==> src/hdl/r2h_pkg.sv <==
// Shared types and constants for the RGB to HSV pixel pipeline.
`default_nettype none

package r2h_pkg;

  // Hue units: 1/64 degree, so one 60 degree sector is 3840 units
  localparam logic [14:0] SECTOR_UNITS  = 15'd3840;
  localparam logic [14:0] HUE_OFF_GREEN = 15'd7680;
  localparam logic [14:0] HUE_OFF_BLUE  = 15'd15360;
  localparam logic [14:0] FULL_CIRCLE   = 15'd23040;

  // Divider shape: 16 quotient bits, resolved four per stage
  localparam int unsigned QUOT_W     = 16;
  localparam int unsigned DIV_STEPS  = 4;
  localparam int unsigned DIV_STAGES = QUOT_W / DIV_STEPS;

  // Which channel holds the max (red wins ties, then green)
  typedef enum logic [1:0] {
    SEC_RED,
    SEC_GREEN,
    SEC_BLUE
  } sector_e;

  // One restoring-division lane: partial remainder and a shift register
  // that holds leftover dividend bits on top and quotient bits below
  typedef struct packed {
    logic [7:0]        rem;
    logic [QUOT_W-1:0] num;
  } r2h_lane_t;

  // Everything that travels down the pipe with one pixel
  typedef struct packed {
    r2h_lane_t  lane_h;   // 3840 * |diff| / delta
    r2h_lane_t  lane_s;   // delta * 32768 / max
    logic [7:0] delta;
    logic [7:0] vmax;
    logic       neg;      // sign of the hue difference
    sector_e    sector;
  } r2h_work_t;

endpackage

`default_nettype wire

==> src/hdl/r2h_rgb_if.sv <==
// Channel interface carrying one RGB pixel per transaction.
`default_nettype none

interface r2h_rgb_if;
  logic       valid;
  logic       ready;
  logic [7:0] red;
  logic [7:0] green;
  logic [7:0] blue;

  modport source (output valid, output red, output green, output blue, input ready);
  modport sink   (input valid, input red, input green, input blue, output ready);
endinterface

`default_nettype wire

==> src/hdl/r2h_hsv_if.sv <==
// Channel interface carrying one HSV pixel per transaction.
`default_nettype none

interface r2h_hsv_if;
  logic        valid;
  logic        ready;
  logic [14:0] hue;
  logic [15:0] saturation;
  logic [7:0]  brightness;

  modport source (output valid, output hue, output saturation, output brightness,
                  input ready);
  modport sink   (input valid, input hue, input saturation, input brightness,
                  output ready);
endinterface

`default_nettype wire

==> src/hdl/rgb_to_hsv_pixel_unit.sv <==
// RGB to HSV pixel converter: top level of a six-stage pipeline.
//
// Channels: pix_i takes one 8-bit RGB pixel per transaction; hsv_o gives
// hue (1/64 degree, 0..23039), saturation (Q1.15, 32768 = 1.0) and
// brightness (the largest channel). One result per pixel, in order.
// Path: a pixel accepted on pix_i passes one setup stage, four divider
// stages of four quotient bits each and one output stage, then is shown on
// hsv_o. Both quotients come from restoring dividers that resolve
// 16 bits over the four divider stages.
// Throughput: one pixel per cycle while hsv_o is taken.
// Stall: the whole pipe advances on one enable, high when the output
// register is empty or being taken; pix_i.ready follows that enable, so a
// stalled receiver freezes every stage and nothing is lost or repeated.
// Reset: rst_ni clears the valid bit of every stage; data registers are
// left as they are. There is no configuration.
`default_nettype none

module rgb_to_hsv_pixel_unit (
  input  wire logic  clk_i,
  input  wire logic  rst_ni,
  r2h_rgb_if.sink    pix_i,
  r2h_hsv_if.source  hsv_o
);
  import r2h_pkg::*;

  logic      en;
  logic      valid_s [0:DIV_STAGES];
  r2h_work_t work_s  [0:DIV_STAGES];

  // Global pipeline enable
  assign en          = !hsv_o.valid || hsv_o.ready;
  assign pix_i.ready = en;

  r2h_front u_front (
    .clk_i   (clk_i),
    .rst_ni  (rst_ni),
    .en_i    (en),
    .valid_i (pix_i.valid),
    .red_i   (pix_i.red),
    .green_i (pix_i.green),
    .blue_i  (pix_i.blue),
    .valid_o (valid_s[0]),
    .work_o  (work_s[0])
  );

  // Divider stages
  for (genvar s = 0; s < DIV_STAGES; s++) begin : g_div
    r2h_div_stage u_div (
      .clk_i   (clk_i),
      .rst_ni  (rst_ni),
      .en_i    (en),
      .valid_i (valid_s[s]),
      .work_i  (work_s[s]),
      .valid_o (valid_s[s+1]),
      .work_o  (work_s[s+1])
    );
  end

  r2h_back u_back (
    .clk_i        (clk_i),
    .rst_ni       (rst_ni),
    .en_i         (en),
    .valid_i      (valid_s[DIV_STAGES]),
    .work_i       (work_s[DIV_STAGES]),
    .valid_o      (hsv_o.valid),
    .hue_o        (hsv_o.hue),
    .saturation_o (hsv_o.saturation),
    .brightness_o (hsv_o.brightness)
  );

  // Checks
  a_stall_blocks_input : assert property (@(posedge clk_i) disable iff (!rst_ni)
    (hsv_o.valid && !hsv_o.ready) |-> !pix_i.ready)
    else $error("input taken while output is stalled");

  a_hue_range : assert property (@(posedge clk_i) disable iff (!rst_ni)
    hsv_o.valid |-> (hsv_o.hue < FULL_CIRCLE))
    else $error("hue out of range");

  a_sat_range : assert property (@(posedge clk_i) disable iff (!rst_ni)
    hsv_o.valid |-> (hsv_o.saturation <= 16'd32768))
    else $error("saturation above 1.0");

  a_gray_hue : assert property (@(posedge clk_i) disable iff (!rst_ni)
    (hsv_o.valid && hsv_o.saturation == 16'd0) |-> (hsv_o.hue == 15'd0))
    else $error("gray pixel with nonzero hue");

endmodule

`default_nettype wire

==> src/hdl/r2h_front.sv <==
// First stage: max/min, sector select and divider setup.
`default_nettype none

module r2h_front (
  input  wire logic              clk_i,
  input  wire logic              rst_ni,
  input  wire logic              en_i,
  input  wire logic              valid_i,
  input  wire logic [7:0]        red_i,
  input  wire logic [7:0]        green_i,
  input  wire logic [7:0]        blue_i,
  output logic                   valid_o,
  output r2h_pkg::r2h_work_t     work_o
);
  import r2h_pkg::*;

  logic        valid_q;
  r2h_work_t   work_d, work_q;
  logic [7:0]  vmax, vmin, mag;
  logic [8:0]  diff;
  logic [19:0] num_h;
  sector_e     sector;

  // Max, min and the winning channel
  always_comb begin
    if (red_i >= green_i && red_i >= blue_i) begin
      sector = SEC_RED;
      vmax   = red_i;
      diff   = {1'b0, green_i} - {1'b0, blue_i};
    end else if (green_i >= blue_i) begin
      sector = SEC_GREEN;
      vmax   = green_i;
      diff   = {1'b0, blue_i} - {1'b0, red_i};
    end else begin
      sector = SEC_BLUE;
      vmax   = blue_i;
      diff   = {1'b0, red_i} - {1'b0, green_i};
    end
    vmin = red_i;
    if (green_i < vmin) vmin = green_i;
    if (blue_i < vmin)  vmin = blue_i;
  end

  // |diff| * 3840, with 3840 = 4096 - 256
  assign mag   = diff[8] ? 8'(-diff) : diff[7:0];
  assign num_h = {mag, 12'b0} - {4'b0, mag, 8'b0};

  // Seed both lanes; the top dividend bits are already below the divisor
  always_comb begin
    work_d.sector     = sector;
    work_d.neg        = diff[8];
    work_d.vmax       = vmax;
    work_d.delta      = vmax - vmin;
    work_d.lane_h.rem = {4'b0, num_h[19:16]};
    work_d.lane_h.num = num_h[15:0];
    work_d.lane_s.rem = {1'b0, work_d.delta[7:1]};
    work_d.lane_s.num = {work_d.delta[0], {(QUOT_W-1){1'b0}}};
  end

  always_ff @(posedge clk_i or negedge rst_ni) begin
    if (!rst_ni) begin
      valid_q <= 1'b0;
    end else if (en_i) begin
      valid_q <= valid_i;
    end
  end

  always_ff @(posedge clk_i) begin
    if (en_i) begin
      work_q <= work_d;
    end
  end

  assign valid_o = valid_q;
  assign work_o  = work_q;

endmodule

`default_nettype wire

==> src/hdl/r2h_div_stage.sv <==
// One divider stage: four restoring steps on the hue and saturation lanes.
`default_nettype none

module r2h_div_stage (
  input  wire logic               clk_i,
  input  wire logic               rst_ni,
  input  wire logic               en_i,
  input  wire logic               valid_i,
  input  wire r2h_pkg::r2h_work_t work_i,
  output logic                    valid_o,
  output r2h_pkg::r2h_work_t      work_o
);
  import r2h_pkg::*;

  logic      valid_q;
  r2h_work_t work_d, work_q;

  // Shift in one dividend bit, subtract the divisor if it fits
  function automatic r2h_lane_t div_step(r2h_lane_t lane, logic [7:0] dvs);
    logic [8:0] trial;
    r2h_lane_t  res;
    trial = {lane.rem, lane.num[QUOT_W-1]};
    if (trial >= {1'b0, dvs}) begin
      res.rem = 8'(trial - {1'b0, dvs});
      res.num = {lane.num[QUOT_W-2:0], 1'b1};
    end else begin
      res.rem = trial[7:0];
      res.num = {lane.num[QUOT_W-2:0], 1'b0};
    end
    return res;
  endfunction

  always_comb begin
    work_d = work_i;
    for (int i = 0; i < DIV_STEPS; i++) begin
      work_d.lane_h = div_step(work_d.lane_h, work_i.delta);
      work_d.lane_s = div_step(work_d.lane_s, work_i.vmax);
    end
  end

  always_ff @(posedge clk_i or negedge rst_ni) begin
    if (!rst_ni) begin
      valid_q <= 1'b0;
    end else if (en_i) begin
      valid_q <= valid_i;
    end
  end

  always_ff @(posedge clk_i) begin
    if (en_i) begin
      work_q <= work_d;
    end
  end

  assign valid_o = valid_q;
  assign work_o  = work_q;

endmodule

`default_nettype wire

==> src/hdl/r2h_back.sv <==
// Last stage: sector offset, sign, hue wrap, gray check; output register.
`default_nettype none

module r2h_back (
  input  wire logic               clk_i,
  input  wire logic               rst_ni,
  input  wire logic               en_i,
  input  wire logic               valid_i,
  input  wire r2h_pkg::r2h_work_t work_i,
  output logic                    valid_o,
  output logic [14:0]             hue_o,
  output logic [15:0]             saturation_o,
  output logic [7:0]              brightness_o
);
  import r2h_pkg::*;

  logic               valid_q;
  logic [14:0]        hue_d, hue_q;
  logic [15:0]        sat_d, sat_q;
  logic [7:0]         bright_q;
  logic [14:0]        offset;
  logic signed [15:0] frac, sum;
  logic               gray;

  assign gray = (work_i.delta == 8'd0);

  always_comb begin
    case (work_i.sector)
      SEC_RED:   offset = 15'd0;
      SEC_GREEN: offset = HUE_OFF_GREEN;
      SEC_BLUE:  offset = HUE_OFF_BLUE;
      default:   offset = 15'd0;
    endcase
  end

  // Signed fraction plus offset; only the red sector can go negative
  always_comb begin
    frac = $signed({4'b0, work_i.lane_h.num[11:0]});
    if (work_i.neg) frac = -frac;
    sum = $signed({1'b0, offset}) + frac;
    if (sum[15]) sum = sum + $signed({1'b0, FULL_CIRCLE});
    hue_d = gray ? 15'd0 : sum[14:0];
    sat_d = gray ? 16'd0 : work_i.lane_s.num;
  end

  always_ff @(posedge clk_i or negedge rst_ni) begin
    if (!rst_ni) begin
      valid_q <= 1'b0;
    end else if (en_i) begin
      valid_q <= valid_i;
    end
  end

  always_ff @(posedge clk_i) begin
    if (en_i) begin
      hue_q    <= hue_d;
      sat_q    <= sat_d;
      bright_q <= work_i.vmax;
    end
  end

  assign valid_o      = valid_q;
  assign hue_o        = hue_q;
  assign saturation_o = sat_q;
  assign brightness_o = bright_q;

endmodule

`default_nettype wire

==> src/flat_wrapper.sv <==
// flat-port wrapper written by rule: the top's interface ports become plain ports
module rgb_to_hsv_pixel_unit_flat import r2h_pkg::*;
  (clk_i, rst_ni, pix_i_valid, pix_i_red, pix_i_green, pix_i_blue, pix_i_ready, hsv_o_valid, hsv_o_hue, hsv_o_saturation, hsv_o_brightness, hsv_o_ready);
  r2h_rgb_if pix_i_i ();
  r2h_hsv_if hsv_o_i ();
  input  wire logic clk_i;
  input  wire logic rst_ni;
  input wire logic [$bits(pix_i_i.valid)-1:0] pix_i_valid;
  input wire logic [$bits(pix_i_i.red)-1:0] pix_i_red;
  input wire logic [$bits(pix_i_i.green)-1:0] pix_i_green;
  input wire logic [$bits(pix_i_i.blue)-1:0] pix_i_blue;
  output wire logic [$bits(pix_i_i.ready)-1:0] pix_i_ready;
  output wire logic [$bits(hsv_o_i.valid)-1:0] hsv_o_valid;
  output wire logic [$bits(hsv_o_i.hue)-1:0] hsv_o_hue;
  output wire logic [$bits(hsv_o_i.saturation)-1:0] hsv_o_saturation;
  output wire logic [$bits(hsv_o_i.brightness)-1:0] hsv_o_brightness;
  input wire logic [$bits(hsv_o_i.ready)-1:0] hsv_o_ready;
  assign pix_i_i.valid = pix_i_valid;
  assign pix_i_i.red = pix_i_red;
  assign pix_i_i.green = pix_i_green;
  assign pix_i_i.blue = pix_i_blue;
  assign pix_i_ready = pix_i_i.ready;
  assign hsv_o_valid = hsv_o_i.valid;
  assign hsv_o_hue = hsv_o_i.hue;
  assign hsv_o_saturation = hsv_o_i.saturation;
  assign hsv_o_brightness = hsv_o_i.brightness;
  assign hsv_o_i.ready = hsv_o_ready;
  rgb_to_hsv_pixel_unit u_core (.clk_i(clk_i), .rst_ni(rst_ni), .pix_i(pix_i_i), .hsv_o(hsv_o_i));
endmodule
==> config.mk <==
export PLATFORM = sky130hd
export DESIGN_NAME = rgb_to_hsv_pixel_unit_flat
export DESIGN_NICKNAME = d
export VERILOG_FILES = /design/src/hdl/r2h_pkg.sv /design/src/hdl/r2h_rgb_if.sv /design/src/hdl/r2h_hsv_if.sv /design/src/hdl/rgb_to_hsv_pixel_unit.sv /design/src/hdl/r2h_front.sv /design/src/hdl/r2h_div_stage.sv /design/src/hdl/r2h_back.sv /design/src/flat_wrapper.sv
export SDC_FILE = /design/constraint.sdc
export NUM_CORES = 1
export LEC_CHECK = 0
export CAP_MARGIN = 20
export CORE_ASPECT_RATIO = 0.9
export CORE_MARGIN = 5
export CORE_UTILIZATION = 55
export CTS_CLUSTER_SIZE = 20
export DETAILED_ROUTE_END_ITERATION = 7
export DONT_BUFFER_PORTS = 1
export GPL_ROUTABILITY_DRIVEN = 0
export PLACE_DENSITY = 0.74
export SYNTH_ARGS = -nofsm -noshare
export SYNTH_HDL_FRONTEND = slang
export SYNTH_HIERARCHICAL = 1
export SYNTH_SLANG_ARGS = --single-unit
==> constraint.sdc <==
create_clock -name clk_i -period 17.2 [get_ports clk_i]
set_clock_uncertainty 0.15 [all_clocks]
set_input_delay 1.72 -clock clk_i [delete_from_list [all_inputs] [get_ports clk_i]]
set_output_delay 1.72 -clock clk_i [all_outputs]
set_load 0.01 [all_outputs]
**After elaboration in Yosys (flattened, before gate mapping)**

Cells that the tools add are included.

- Bits of input ports: 28
- Output and inout bits: 41
- Flip-flop bits (word level): 340
- Logic and storage cells: 172

- Reduce and logical (&&, ||, !) cells: 4
- Magnitude comparators: 37
- Add/sub/neg operators: 39
- Eq/ne operators: 2
- Mux-type cells: 43

Operator list:

| operator | count |
|---|---|
| 24-bit 2-to-1 mux | 30 |
| 9-bit by 8-bit >= comparator with 1-bit output | 30 |
| 8-bit subtractor | 30 |
| 8-bit 2-to-1 mux | 5 |
| 8-bit >= comparator | 4 |
| 14-bit case mux with 2 select lines | 1 |
| 8-bit by 8-bit subtractor with 9-bit output | 3 |
| 20-bit by 16-bit subtractor with 20-bit output | 1 |
| 9-bit 2-to-1 mux | 2 |
| 15-bit by 16-bit adder with 16-bit output | 1 |
| 8-bit less-than comparator | 2 |
| 16-bit 2-to-1 mux | 1 |
| 12-bit negator with 16-bit output | 1 |
| 15-bit adder (second input constant) | 1 |
| 15-bit 2-to-1 mux | 1 |
| 5-bit by 8-bit >= comparator with 1-bit output | 1 |
| 8-bit zero test | 1 |
| 8-bit negator | 1 |
| 5-bit by 8-bit subtractor with 8-bit output | 1 |
| 2-bit by 1-bit equality test with 1-bit output (second input constant) | 1 |
| 2-bit equality test (second input constant) | 1 |
| 1-bit 2-to-1 mux | 2 |
| 2-bit 2-to-1 mux | 1 |
| 1-bit logical AND | 1 |
| other kinds (2) | 2 |

**Logic depth before layout (Yosys ltp)**

- Depth after elaboration: 8
- Depth in mapped cells: 43
- Mapped depth without buffers: 40

**Modules after synthesis**

Netlist, hierarchy kept.

Modules (own cells, without submodules):

| module | cells an instance | instances | area each (µm²) | seq. area each (µm²) |
|---|---|---|---|---|
| r2h_div_stage (u_core.g_div[1].u_div ...) | 504 | 2 | 5,461.5 | 2,037.0 |
| r2h_div_stage (u_core.g_div[2].u_div) | 580 | 1 | 5,977.0 | 2,037.0 |
| r2h_div_stage (u_core.g_div[0].u_div) | 519 | 1 | 5,486.5 | 2,037.0 |
| r2h_front | 508 | 1 | 4,316.6 | 955.9 |
| r2h_back | 170 | 1 | 2,074.5 | 1,196.1 |
| rgb_to_hsv_pixel_unit | 1 | 1 | 6.3 | 0.0 |

**Least setup slack after synthesis**

Ideal clock, no wire load.

- Kind: in2out
- Start: input hsv_o_ready
- End: output pix_i_ready
- Cell stages on the path: 1
- Path slack: 5,329 ps
- Required time: 15,330 ps
- Data arrival time: 10,001 ps
- Path through: nand2b_1

- Longest elaborated chain between the ends: 1

RTL lines:

| what | RTL line | source |
|---|---|---|
| from (decl) | flat_wrapper.sv:17 | `input wire logic [$bits(hsv_o_i.ready)-1:0] hsv_o_ready;` |
| 1-bit logical OR | rgb_to_hsv_pixel_unit.sv:31 | `assign en = !hsv_o.valid \|\| hsv_o.ready;` |
| to (decl) | flat_wrapper.sv:12 | `output wire logic [$bits(pix_i_i.ready)-1:0] pix_i_ready;` |

No other way between the ends.

==> results summary <==
The run finished with clean final reports. The via density per instance came out at 6.04. The number of buffers added on ports is 0. The total of hold buffers inserted after clock tree synthesis came out at 0. After layout, the minimum clock period comes to 9.91 ns. The post-place instance area is 27900 µm².

The detail route stage leaves a number of antenna-violating nets equal to 0. The worst-path maximum fanout is 9. Along the worst hold path, the cell count comes to 0. The worst relative slew slack is 0.320. The delay of the slowest cell on the worst path came out at 0.51 ns. Setup repair after global routing left no endpoint under its margin. The number of DRC markers after the initial detailed-route iteration is 1316. Measured along the y axis, the die boundary spans 222 µm. After floorplanning, the core was divided into 77 placement rows. The clock tree from TritonCTS is yes. For the worst flop-to-flop path, the logic depth is 38.

The area growth from synthesis to final layout is 5.94%. The post-CTS setup repair buffer count is 0. The final max-slew violation count came out at 0. The initial cell density of the core came out at 0.557.

At the later pin of the worst-skew pair, clock insertion delay measures 0.56 ns. The kind of end point of the critical path is a flop. After the last flow step, the layout net total stands at 3074. In this run, post-CTS repair resized a total of 0 instances. Of the cells placed in the final design, the portion with a size suffix greater than 1 is 0.103. Dividing the synthesized area by the synthesized cell count gives 10.1 µm². CTS placed an instance of sky130_fd_sc_hd__clkbuf_16 at the clock tree root. After detailed routing, the average wire length per cell comes to 18.3 µm. The tightest min-delay check is of the reg -> reg type. The worst setup path is launched from a flop. Among the stages of the critical path, the cell type that occurs most often is sky130_fd_sc_hd__o21ai_0. The width of the die is 245 µm.

The final hold violation count came out at 0. In the final layout, flip-flops and latches occupy 9340 µm². The final period utilization is 0.576.

The worst endpoint data arrival time is 10.06 ns. Setup violations remaining at the end of the flow were counted as 0. The number of max-cap violations is 0. After filler insertion, the fill cell instance count of the layout stands at 4001. For hold timing, the worst endpoint is u_core/g_div[1].u_div/work_o[26]$_DFFE_PP_. Based on the critical path, the design can be clocked at up to 101 MHz. The critical path is of the reg -> reg type.

The diode insertion count for antenna repair came out at 0. The deepest clock path buffer count is 3. The post-synthesis instance area is 27400 µm². The number of clock buffers inserted by TritonCTS came out at 35. The worst hold path begins at u_core/g_div[0].u_div/work_o[22]$_DFFE_PP_. The global-route usage over all layers came out at 0.222. The worst hold-check slack is 0.249 ns. Clock-pin slew was measured on the worst setup and hold paths at 0.06 ns. The die covers 54400 µm². The area occupied by multi-input gates came out at 16700 µm². The via count of the first global-routing pass came out at 20200. The clock tree synthesis step divided the H-tree into 2 levels. The first-pass GRT wire length came out at 101 mm. The number of iterations in the first detailed-routing pass is 7. Summed over all layers, the global routing overflow is 0. The reg-to-reg endpoint is u_core/g_div[0].u_div/work_o[40]$_DFFE_PP_. Entering global routing, the biggest net connects 155 pins. The routed layout has 20500 vias. The beginning of the worst register-to-register path is u_core/u_front/work_o[4]$_DFFE_PP_. The remaining routing DRC violations came out at 0. The total negative slack for setup checks came out at 0 ns. Summed over all layers, the routed wires come to 62.0 mm. The slew of the pin with the lowest slew margin is 1.02 ns. The count of pins on the block boundary came out at 69. The slowest stage of the critical path belongs to the cell sky130_fd_sc_hd__edfxtp_1. For this design, the sink count on the clock tree is 312. The data required time of the critical path is 17.35 ns. The number of standard cells after synthesis is 2702. The sum of net half-perimeters after detailed placement is 48.7 mm. The core box area is 49200 µm². The post-route non-filler standard cell count is 3397.

The minimum setup slack among reg-to-reg paths came out at 7.29 ns. The total non-filler cell area in the finished layout is 29000 µm². The initial antenna violation count was 0. The cell total after placement is 3335. The total of warnings raised by yosys came out at 6.
layer usage:
layer | track usage | share of wire | vias up
li1 | - | - | 9955
met1 | 0.294 | 0.44 | 9795
met2 | 0.376 | 0.47 | 639
met3 | 0.0360 | 0.060 | 131
met4 | 0.0635 | 0.026 | 0
met5 | 0 | 0 | -
how the worst max path moves through the flow:
stage | slack [ns] | cells after the start | endpoint | start
3_3_place_gp | 7.70 | 36 | u_core/g_div[1].u_div/work_o[66]$_DFFE_PP_ | u_core/g_div[0].u_div/work_o[12]$_DFFE_PP_
5_1_grt | 6.47 | 38 | u_core/g_div[0].u_div/work_o[40]$_DFFE_PP_ | u_core/u_front/work_o[4]$_DFFE_PP_
3_5_place_dp | 7.43 | 38 | u_core/g_div[0].u_div/work_o[40]$_DFFE_PP_ | u_core/u_front/work_o[4]$_DFFE_PP_
6_report | 7.29 | 38 | u_core/g_div[0].u_div/work_o[40]$_DFFE_PP_ | u_core/u_front/work_o[4]$_DFFE_PP_
4_1_cts | 7.42 | 38 | u_core/g_div[0].u_div/work_o[40]$_DFFE_PP_ | u_core/u_front/work_o[4]$_DFFE_PP_
2_1_floorplan | 6.09 | 1 | pix_i_ready | hsv_o_ready
worst max-delay path: cells and delay by family, from the launching register on:
family	cells	cell delay (ns)
mux	3	1.04
simple gates	6	1.05
compound gates	19	4.74
fa+ha+maj	4	1.25
flops	1	0.51
buf+inv	6	0.90
final cells by class:
| cell class | instances | share of cell area |
|---|---|---|
| multi-input combinational | 2105 | 0.577 |
| sequential | 312 | 0.322 |
| inverter | 242 | 0.0321 |
| clock buffer | 39 | 0.0307 |
| tap | 671 | 0.0289 |
| clock inverter | 23 | 0.00793 |
| timing repair buffer | 5 | 0.00172 |
stage by stage:
stage	worst slack (ns)	utilization
after global routing	6.47	0.590
final	7.29	0.590
after global placement	7.70	0.567
after floorplan	6.09	-
after detailed placement	7.43	0.567
after CTS	7.42	0.590
cell usage in the layout, fill, tap and decap left out, types with 62 or more instances in the layout:
cell type,count
sky130_fd_sc_hd__ha_1,310
sky130_fd_sc_hd__a21oi_1,167
sky130_fd_sc_hd__nor2_1,179
sky130_fd_sc_hd__mux2_2,112
sky130_fd_sc_hd__xnor2_1,114
sky130_fd_sc_hd__inv_1,232
sky130_fd_sc_hd__nand2_1,138
sky130_fd_sc_hd__edfxtp_1,306
sky130_fd_sc_hd__o21ai_0,160
sky130_fd_sc_hd__o21a_1,62
state kept, by name (all words and copies together), names as in the netlist:
| register | cells |
|---|---|
| u_core/g_div.u_div/work_o | 236 |
| u_core/u_front/work_o | 31 |
| u_core/u_back/saturation_o | 16 |
| u_core/u_back/hue_o | 15 |
| u_core/u_back/brightness_o | 8 |
| u_core/g_div.u_div/valid_o | 4 |
| u_core/u_back/valid_o | 1 |
| u_core/u_front/valid_o | 1 |
Power is left out: the tool's default activity adds up to more than one toggle a clock period on the data nets, which glitch-free logic cannot reach.
